### config.mk
export PLATFORM = sky130hd
export DESIGN_NAME = lcd_mode_line_timing_core
export DESIGN_NICKNAME = d
export VERILOG_FILES = /design/src/hw/rtl/lmlt_pkg.sv /design/src/hw/rtl/lcd_mode_line_timing_core.sv
export SDC_FILE = /design/constraint.sdc
export NUM_CORES = 1
export LEC_CHECK = 0
export BUFFER_PORTS_ARGS = -buffer_cell sky130_fd_sc_hd__buf_2
export CAP_MARGIN = 10
export CORE_AREA = 2 2 111 91
export CTS_CLUSTER_DIAMETER = 150
export DETAILED_ROUTE_END_ITERATION = 10
export DIE_AREA = 0 0 113 93
export PLACE_DENSITY = 0.8
export SYNTH_ARGS = -nofsm -noshare
export SYNTH_HDL_FRONTEND = slang
export SYNTH_SLANG_ARGS = --single-unit
### constraint.sdc
create_clock -name clk -period 4.5 [get_ports clk]
set_clock_uncertainty 0.2 [all_clocks]
set_input_delay 0.675 -clock clk [delete_from_list [all_inputs] [get_ports clk]]
set_output_delay 0.675 -clock clk [all_outputs]
set_load 0.005 [all_outputs]
### src/hw/rtl/lmlt_pkg.sv
// Package for the LCD mode/line timing core: video mode codes, timing
// constants and configuration register indexes.
// No dependencies.
package lmlt_pkg;

  // Video modes, encoded as presented on the result stream
  typedef enum logic [1:0] {
    MODE_HBLANK = 2'd0,
    MODE_VBLANK = 2'd1,
    MODE_OAM    = 2'd2,
    MODE_XFER   = 2'd3
  } video_mode_t;

  // Configuration register indexes
  typedef enum logic [1:0] {
    REG_LINE_COMPARE  = 2'd0,
    REG_HBLANK_IRQ_EN = 2'd1,
    REG_OAM_IRQ_EN    = 2'd2,
    REG_CMP_IRQ_EN    = 2'd3
  } cfg_reg_t;

  localparam int unsigned ACC_W  = 16;
  localparam int unsigned LINE_W = 8;

  // Mode durations in machine cycles
  localparam logic [ACC_W-1:0] OAM_CYCLES    = 16'd80;
  localparam logic [ACC_W-1:0] XFER_CYCLES   = 16'd173;
  localparam logic [ACC_W-1:0] HBLANK_CYCLES = 16'd204;
  localparam logic [ACC_W-1:0] LINE_CYCLES   = 16'd456;

  localparam logic [LINE_W-1:0] LAST_VISIBLE_LINE = 8'd143;
  localparam logic [LINE_W-1:0] FIRST_VBLANK_LINE = 8'd144;
  localparam logic [LINE_W-1:0] LAST_LINE         = 8'd153;

  // Result tdata bit positions
  localparam int unsigned OUT_DATA_W = 24;
  localparam int unsigned OB_LINE    = 2;
  localparam int unsigned OB_COIN    = 10;
  localparam int unsigned OB_VBL     = 11;
  localparam int unsigned OB_STAT    = 12;
  localparam int unsigned OB_RENDER  = 13;
  localparam int unsigned OB_RLINE   = 14;

endpackage

### src/hw/rtl/lcd_mode_line_timing_core.sv
// Top level of the LCD mode/line timing core: cycle accumulator, mode
// sequencer, line counter and result register.
// Depends on lmlt_pkg.
//
// channel | dir | handshake             | payload
// --------+-----+-----------------------+-------------------------------------
// in_     | in  | in_tvalid/in_tready   | tdata: tick_cycles; tuser: lcd_on
// out_    | out | out_tvalid/out_tready | tdata: mode..rendered_line; tlast
// cfg_    | in  | cfg_we                | cfg_index, cfg_wdata
//
// One tick per clock while out_ drains: accumulator add, saturation,
// threshold compare and subtract complete in the accept cycle; the result
// appears in the next cycle. The result register is a single stage; a new
// tick is taken whenever it is empty or being drained in the same cycle, so
// stalls on out_ only hold in_tready low while the waiting result is not
// taken. Synchronous active-low reset returns mode to OAM search, line and
// accumulator to 0; clears config, coincidence and valid, but not the data.
module lcd_mode_line_timing_core
  import lmlt_pkg::*;
(
  input  logic                  clk,
  input  logic                  rst_n,
  // input stream
  input  logic                  in_tvalid,
  output logic                  in_tready,
  input  logic [7:0]            in_tdata,   // [7:0] tick_cycles
  input  logic                  in_tuser,   // [0] lcd_on
  // result stream
  output logic                  out_tvalid,
  input  logic                  out_tready,
  // [1:0] video_mode, [9:2] current_line, [10] coincidence, [11] vblank_irq,
  // [12] status_irq, [13] render_line, [21:14] rendered_line, [23:22] zero
  output logic [OUT_DATA_W-1:0] out_tdata,
  output logic                  out_tlast,  // frame_done
  // configuration
  input  logic                  cfg_we,
  input  logic [1:0]            cfg_index,
  input  logic [7:0]            cfg_wdata
);

  // configuration registers
  logic [LINE_W-1:0] line_compare_r;
  logic              hblank_irq_en_r, oam_irq_en_r, cmp_irq_en_r;

  // timing state
  logic [ACC_W-1:0]  acc_r, acc_nxt;
  video_mode_t       mode_r, mode_nxt;
  logic [LINE_W-1:0] line_r, line_nxt;
  logic              coin_r, coin_nxt;

  // result register
  logic                  out_valid_r;
  logic [OUT_DATA_W-1:0] out_data_r;
  logic                  out_last_r;

  logic              in_xfer;
  logic [ACC_W:0]    sum;
  logic [ACC_W-1:0]  acc_sat;
  logic              fire;
  logic              coin_match;
  logic [LINE_W-1:0] line_inc;
  logic              vbl_irq, stat_irq, render, done;
  logic [LINE_W-1:0] rline;

  assign in_tready = !out_valid_r || out_tready;
  assign in_xfer   = in_tvalid && in_tready;

  // configuration writes
  always_ff @(posedge clk) begin
    if (!rst_n) begin
      line_compare_r  <= '0;
      hblank_irq_en_r <= 1'b0;
      oam_irq_en_r    <= 1'b0;
      cmp_irq_en_r    <= 1'b0;
    end else if (cfg_we) begin
      unique case (cfg_reg_t'(cfg_index))
        REG_LINE_COMPARE:  line_compare_r  <= cfg_wdata;
        REG_HBLANK_IRQ_EN: hblank_irq_en_r <= cfg_wdata[0];
        REG_OAM_IRQ_EN:    oam_irq_en_r    <= cfg_wdata[0];
        REG_CMP_IRQ_EN:    cmp_irq_en_r    <= cfg_wdata[0];
        default: ;
      endcase
    end
  end

  // saturating accumulate and threshold test for the current mode
  assign sum        = {1'b0, acc_r} + {{(ACC_W+1-8){1'b0}}, in_tdata};
  assign acc_sat    = sum[ACC_W] ? {ACC_W{1'b1}} : sum[ACC_W-1:0];
  assign coin_match = (line_r == line_compare_r);
  assign line_inc   = (line_r >= LAST_LINE) ? '0 : line_r + 8'd1;

  always_comb begin
    unique case (mode_r)
      MODE_HBLANK: fire = (acc_sat >= HBLANK_CYCLES);
      MODE_VBLANK: fire = (acc_sat >= LINE_CYCLES);
      MODE_OAM:    fire = (acc_sat >= OAM_CYCLES);
      MODE_XFER:   fire = (acc_sat >= XFER_CYCLES);
      default:     fire = 1'b0;
    endcase
  end

  // next state
  always_comb begin
    acc_nxt  = acc_r;
    mode_nxt = mode_r;
    line_nxt = line_r;
    coin_nxt = coin_r;
    if (in_tuser) begin
      acc_nxt = acc_sat;
      if (fire) begin
        unique case (mode_r)
          MODE_HBLANK: begin
            acc_nxt  = acc_sat - HBLANK_CYCLES;
            mode_nxt = (line_r == LAST_VISIBLE_LINE) ? MODE_VBLANK : MODE_OAM;
            line_nxt = line_inc;
          end
          MODE_VBLANK: begin
            acc_nxt  = acc_sat - LINE_CYCLES;
            if (line_r == LAST_LINE) mode_nxt = MODE_OAM;
            line_nxt = line_inc;
          end
          MODE_OAM: begin
            acc_nxt  = acc_sat - OAM_CYCLES;
            coin_nxt = coin_match;
            mode_nxt = MODE_XFER;
          end
          MODE_XFER: begin
            acc_nxt  = acc_sat - XFER_CYCLES;
            mode_nxt = MODE_HBLANK;
          end
          default: ;
        endcase
      end
    end
  end

  // per-tick strobes and interrupt requests
  always_comb begin
    vbl_irq  = 1'b0;
    stat_irq = 1'b0;
    render   = 1'b0;
    rline    = '0;
    done     = 1'b0;
    if (in_tuser && fire) begin
      unique case (mode_r)
        MODE_HBLANK: begin
          render   = 1'b1;
          rline    = line_r;
          stat_irq = hblank_irq_en_r;
        end
        MODE_VBLANK: begin
          vbl_irq = (line_r == FIRST_VBLANK_LINE);
          done    = (line_r == LAST_LINE);
        end
        MODE_OAM: stat_irq = oam_irq_en_r || (coin_match && cmp_irq_en_r);
        MODE_XFER: ;
        default: ;
      endcase
    end
  end

  // state update on each input transfer
  always_ff @(posedge clk) begin
    if (!rst_n) begin
      acc_r  <= '0;
      mode_r <= MODE_OAM;
      line_r <= '0;
      coin_r <= 1'b0;
    end else if (in_xfer) begin
      acc_r  <= acc_nxt;
      mode_r <= mode_nxt;
      line_r <= line_nxt;
      coin_r <= coin_nxt;
    end
  end

  // result register
  always_ff @(posedge clk) begin
    if (!rst_n) begin
      out_valid_r <= 1'b0;
    end else if (in_xfer) begin
      out_valid_r <= 1'b1;
    end else if (out_tready) begin
      out_valid_r <= 1'b0;
    end
  end

  always_ff @(posedge clk) begin
    if (in_xfer) begin
      out_data_r <= {2'b00, rline, render, stat_irq, vbl_irq, coin_nxt, line_nxt,
                     mode_nxt};
      out_last_r <= done;
    end
  end

  assign out_tvalid = out_valid_r;
  assign out_tdata  = out_data_r;
  assign out_tlast  = out_last_r;

endmodule

==> reports/results.tsv, run 1 <==
stage	metric	value	unit
final_layout	most common cell after layout, fill and taps aside	buf_4	
clocking	Reg clk slew, reported paths	0.06	ns
pwr	Seq pwr share	0.170	
setup_path	crit start category	input pin	
setup_path	cell family with most CP delay	compound AO/OA/AOI/OAI gates	
routing	DR WL/cell	19.3	um
floorplan	die area	0.0105	mm^2
setup_path	CP max stage delay	0.42	ns
outcome	status	finished, violations left	
floorplan	site row count	32	
setup_path	WP data arrival	4.20	ns
routing	vias per cell	6.47	
pwr	peak supply drop	0.356	mV
clocking	hold buffers post-CTS	0	
setup_path	crit end category	flip-flop	
setup_path	Slowest-stage cell, CP	fa_1	
pwr	Pint	2390	uW
logic_synthesis	flops & latches, synth	62	
global_route	initial antenna violation count	0	
final_layout	most frequent cells in the layout	buf_4 (81), nand2_1 (54), nor2_1 (52)	
clocking	CTS max path bufs	2	
outcome	violated checks	DRC	
timing	Fmax	231	MHz
run	Max-cap violations	0	
setup_path	Bufs and invs on worst path	4	
timing	fin crit period	4.34	ns
pwr	Net Switching	2020	uW
place	hpwl dp	11900	um
floorplan	Chip Height	93	um
pwr	Leak Pwr	0.00261	uW
timing	Least-Margin Pin Slew	0.990	ns
floorplan	core area	0.00945	mm^2
clocking	CTS buffer count	9	
timing	unrepaired setup endpoints after global routing	false	
pwr	Design Power	4410	uW
logic_synthesis	post-synthesis cell count	596	
final_layout	synthesis-to-layout area growth	23.6	%
logic_synthesis	Syn. warnings	0	
clocking	Clock Latency Late Sink	0.33	ns
floorplan	I/O Pins	51	
timing	fin crit share	0.963	
routing	DR iter-0 viols	621	
global_route	total gr overflow	0	
floorplan	Die X	113	um
timing	worst rel slew slack	0.340	
timing	hold_ws	0.262	ns
timing	final slew viol count	0	
final_layout	Final nets	747	
place	pre-CTS WS	-0.292	ns
timing	final setup TNS	0	ns
clocking	clock root buffer	clkbuf_16	
global_route	largest net degree at the start of global routing	37	
pwr	switch share	0.458	
worst_hold_path	worst min path class	reg2reg	
clocking	CTS sink cnt	62	
logic_synthesis	syn_area_per_cell	8.47	um^2
setup_path	CP max FO	10	
setup_path	kind of critical path	in2reg	
setup_path	worst path cell trace	buf_2, ha_1, fa_1, a211oi_2, o211a_1, nor3_4, nor2_4, inv_1, ha_1, buf_4, a211oi_1, o31ai_2, nor3_2, buf_4, a31oi_2, and2_1, nand2_1, o21ai_0	
setup_path	worst path required time	4.37	ns
final_layout	# fillers	755	
floorplan	initial core utilization	0.535	
final_layout	antenna diode count	0	
routing	drt pass-1 iters	9	
timing	Worst Setup Slack, final	0.165	ns
logic_synthesis	async set or reset register ratio after synthesis	0	
final_layout	share of cells above drive strength 1	0.268	
routing	vias	5341	
routing	Post-route DRC	3	
timing	final setup fails	0	
logic_synthesis	synthesized cell area	0.00505	mm^2
logic_synthesis	post-synthesis sequential area ratio	0.291	
clocking	CTS tree	yes	
final_layout	Finished Cell Area	0.00624	mm^2
pwr	clock power share	0.152	
pwr	Comb pwr share	0.678	
logic_synthesis	Top FF cell, synth	dfxtp_1	
routing	Routed Antenna Nets	0	
global_route	vias in the first global route	5000	
place	Port Buffers	48	
logic_synthesis	Distinct cells, synth	93	
place	RD Place Congestion	1.04	
routing	WL final	15900	um
global_route	first-pass GRT wire length	25600	um
timing	final hold vios	0	
place	placed inst area	0.00591	mm^2
pwr	PD cells	706	mW/mm^2
clocking	htree depth	3	
logic_synthesis	number of synthesized flops with an enable pin	23	
global_route	Global Route Usage Sum	0.305	
layer usage:
layer	wire, um	global-route usage	vias up
met1	7200	0.440	2531
met2	6830	0.456	329
met4	284	0.0904	0
met5	0	0	-
met3	1620	0.0706	37
li1	-	-	2444
state kept, by name, summed over array words and instances (netlist names):
signal / flops
mode_r: 2
line_compare_r: 8
out_tlast: 1
line_r: 8
out_tvalid: 1
out_tdata: 22
coin_r: 1
cmp_irq_en_r: 1
oam_irq_en_r: 1
hblank_irq_en_r: 1
acc_r: 16
what timing repair did:
action                                  in CTS  in global routing
endpoints found under the setup margin       0                 33
gates resized for setup                      0                  6
setup buffers                                0                  0
layout make-up:
class / count / area [um^2] / share of cell area
clock buffers: 13 / 272 / 0.0435
inverters: 14 / 52.6 / 0.00842
flip-flops and latches: 62 / 1470 / 0.236
well taps: 119 / 149 / 0.0238
clock inverters: 3 / 16.3 / 0.00260
repair buffers: 130 / 860 / 0.138
multi-input cells: 484 / 3420 / 0.548
tightest hold or removal path: cells and delay by family (launching register included):
family	cells	cell delay [ns]
flip-flops	1	0.31
AND/OR/NAND/NOR	1	0.05
AO/OA/AOI/OAI	1	0.05
cell families (layout without fill, tap and decap cells):
group | Yosys count | count (layout) | share of synthesized area
fa+ha+maj | 22 | 22 | 0.0560
other cells | 1 | 2 | 0.000742
flops | 62 | 62 | 0.291
compound gates | 190 | 190 | 0.287
mux | 23 | 23 | 0.0488
simple gates | 217 | 217 | 0.219
xor+xnor | 30 | 30 | 0.0550
buf+inv | 51 | 160 | 0.0424
Yosys cell counts, types with 5 or more instances:
cell type  instances  area share
a21oi_1           31       0.031
a211oi_1           5      0.0074
xnor2_1           21       0.036
nor2b_1           17       0.021
nor3_1            13       0.013
nand2_1           54       0.040
mux2i_1           19       0.038
a22o_1             7       0.012
nand3_1           23       0.023
o21ai_0           28       0.028
o21a_1             5      0.0074
o22ai_1            7      0.0087
a31oi_1            9       0.011
inv_1             13      0.0097
edfxtp_1          23        0.14
clkbuf_1          21       0.016
and2_1             6      0.0074
o21ai_1           11       0.011
dfxtp_1           39        0.15
buf_2              7      0.0069
xor2_1             7       0.012
ha_1              21       0.052
o211ai_1          10       0.015
nor2_1            54       0.040
and3_1            16       0.020
power by group through the flow:
| stage | sequential [uW] | combinational (uW) | clock (uW) |
|---|---|---|---|
| global route | 759 | 3200 | 710 |
| floorplan | 710 | 1840 | 0 |
| detailed placement | 758 | 2850 | 0 |
| CTS | 748 | 2880 | 680 |
| global placement | 754 | 2830 | 0 |
| finish | 749 | 2990 | 672 |
final timing paths:
kind / depth (start not counted) / end / slack (ns) / start
min: 2 / acc_r[3]$_SDFFE_PN0P_ / 0.26 / acc_r[3]$_SDFFE_PN0P_
min reg2reg: 2 / acc_r[3]$_SDFFE_PN0P_ / 0.26 / acc_r[3]$_SDFFE_PN0P_
max: 18 / out_tdata[12]$_SDFFCE_PN0P_ / 0.16 / in_tdata[0]
max reg2reg: 17 / out_tdata[12]$_SDFFCE_PN0P_ / 0.29 / acc_r[0]$_SDFFE_PN0P_
per-stage QoR:
step / std cells / utilization
finish: 825 / 0.661
global route: 825 / 0.661
CTS: 824 / 0.656
detailed placement: 808 / 0.626
global placement: 808 / 0.626
floorplan: 597 / -
Note: power is estimated with default switching activity, not from simulation.
==> inputs of run 2 (changes only) <==
--- a/config.mk
+++ b/config.mk
@@ -12,6 +12,7 @@
 export DETAILED_ROUTE_END_ITERATION = 10
 export DIE_AREA = 0 0 113 93
 export PLACE_DENSITY = 0.8
+export RECOVER_POWER = 100
 export SYNTH_ARGS = -nofsm -noshare
 export SYNTH_HDL_FRONTEND = slang
 export SYNTH_SLANG_ARGS = --single-unit
==> reports/results.tsv, run 2 (synthesis gave the netlist of run 1 again) <==
stage	metric	value	unit
clocking	Clock Latency Late Sink	0.34	ns
global_route	Global Route Usage Sum	0.305	
place	placed insts	808	
clocking	CTS buffer count	9	
timing	Least-Margin Pin Slew	1.51	ns
run	Max-cap violations	1	
floorplan	Die X	113	um
timing	final slew viol count	26	
pwr	Leak Pwr	0.00257	uW
final_layout	Layout Cells excl Fill	825	
final_layout	max reg flops	22	
timing	hold_ws	0.262	ns
setup_path	worst path cell trace	buf_2, ha_1, fa_1, a211oi_2, o211a_1, nor3_4, nor2_4, inv_1, ha_1, buf_4, a211oi_1, o31ai_2, nor3_2, buf_4, a31oi_2, and2_1, nand2_1, o21ai_0	
setup_path	Bufs and invs on worst path	4	
place	Port Buffers	48	
worst_hold_path	worst min path class	reg2reg	
final_layout	Finished Cell Area	0.00623	mm^2
clocking	CTS sink cnt	62	
setup_path	Crit path depth	18	
floorplan	I/O Pins	51	
floorplan	site row count	32	
pwr	switch share	0.458	
final_layout	share of cells above drive strength 1	0.249	
outcome	status	finished, violations left	
floorplan	die area	0.0105	mm^2
routing	DR iter-0 viols	619	
floorplan	core area	0.00945	mm^2
routing	vias	5281	
place	hpwl dp	11900	um
timing	final setup fails	0	
routing	DR WL/cell	19.2	um
setup_path	r2r worst-path depth	17	
timing	unrepaired setup endpoints after global routing	false	
clocking	Reg clk slew, reported paths	0.06	ns
final_layout	most frequent cells in the layout	buf_4 (80), nand2_1 (54), nor2_1 (52)	
clocking	Post-CTS Setup Bufs	0	
final_layout	most common cell after layout, fill and taps aside	buf_4	
final_layout	synthesis-to-layout area growth	23.3	%
timing	Fmax	231	MHz
pwr	PD cells	708	mW/mm^2
worst_hold_path	WHS Path Cells	2	
global_route	vias in the first global route	5000	
outcome	violated checks	DRC, capacitance limit, slew limit	
global_route	largest net degree at the start of global routing	37	
floorplan	Chip Height	93	um
routing	Post-route DRC	3	
global_route	first-pass GRT wire length	25600	um
setup_path	worst path required time	4.37	ns
setup_path	WP data arrival	4.20	ns
timing	final setup TNS	0	ns
final_layout	Final nets	747	
final_layout	antenna diode count	0	
pwr	clock power share	0.153	
pwr	peak supply drop	0.355	mV
setup_path	CP max stage delay	0.42	ns
pwr	Comb pwr share	0.677	
setup_path	crit start category	input pin	
pwr	Seq pwr share	0.170	
global_route	total gr overflow	0	
place	RD Place Congestion	1.04	
pwr	Net Switching	2020	uW
setup_path	cell family with most CP delay	compound AO/OA/AOI/OAI gates	
timing	worst rel slew slack	-0.00986	
routing	vias per cell	6.40	
final_layout	Final Util	0.659	
pwr	Pint	2390	uW
place	placed inst area	0.00591	mm^2
setup_path	kind of critical path	in2reg	
routing	drt pass-1 iters	9	
clocking	CTS max path bufs	2	
clocking	CTS tree	yes	
setup_path	crit end category	flip-flop	
final_layout	# fillers	761	
setup_path	Slowest-stage cell, CP	fa_1	
routing	Routed Antenna Nets	0	
routing	WL final	15800	um
clocking	clock root buffer	clkbuf_16	
clocking	htree depth	3	
floorplan	initial core utilization	0.535	
timing	fin crit share	0.962	
timing	final hold vios	0	
global_route	initial antenna violation count	0	
timing	fin crit period	4.33	ns
setup_path	CP max FO	10	
==> run 2: changes by cell type in the layout (fill, tap and decap cells not counted) <==
cell	previous run	this run
buf_2	48	36
buf_4	81	80
clkbuf_1	2	15
==> run 2: final timing paths <==
path,endpoint,from,slack (ns)
setup / recovery,out_tdata[12]$_SDFFCE_PN0P_,in_tdata[0],0.17
hold / removal,acc_r[3]$_SDFFE_PN0P_,acc_r[3]$_SDFFE_PN0P_,0.26
setup reg to reg,out_tdata[12]$_SDFFCE_PN0P_,acc_r[0]$_SDFFE_PN0P_,0.30
hold reg to reg,acc_r[3]$_SDFFE_PN0P_,acc_r[3]$_SDFFE_PN0P_,0.26
==> run 2: worst min-delay path: stages (launching register included) <==
cell and delay, ns:
dfxtp_1 0.31, nand2_1 0.05, o21ai_1 0.05
==> run 2: through the flow <==
step           power (uW)  worst slack [ns]
5_1_grt              4660           0.00206
4_1_cts              4300            0.0434
6_report             4410             0.172
3_5_place_dp         3610            -0.292
3_3_place_gp         3580            -0.244
2_1_floorplan        2550            0.0171
==> run 2: power groups by stage <==
stage	logic (uW)	registers [uW]	clock network, uW
3_5_place_dp	2850	758	0
3_3_place_gp	2830	754	0
4_1_cts	2880	748	680
5_1_grt	3190	760	710
2_1_floorplan	1840	710	0
6_report	2980	749	672
==> run 2: routing by layer <==
| metal | global-route usage | vias to the layer above | part of all wire |
|---|---|---|---|
| met5 | 0 | - | 0 |
| met4 | 0.0904 | 0 | 0.017 |
| met3 | 0.0706 | 30 | 0.093 |
| met2 | 0.456 | 303 | 0.43 |
| met1 | 0.440 | 2507 | 0.46 |
| li1 | - | 2441 | - |
==> run 2: timing repair <==
action,CTS,global route
gates resized for setup,0,6
hold buffers,0,0
setup endpoints to repair,0,33
==> run 2: cell type report <==
| type | instances | area [um^2] | share of cell area |
|---|---|---|---|
| Timing Repair Buffer | 130 | 841 | 0.135 |
| Clock buffer | 13 | 272 | 0.0436 |
| Sequential cell | 62 | 1470 | 0.236 |
| Clock inverter | 3 | 16.3 | 0.00261 |
| Tap cell | 119 | 149 | 0.0239 |
| Inverter | 14 | 52.6 | 0.00844 |
| Multi-Input combinational cell | 484 | 3420 | 0.550 |
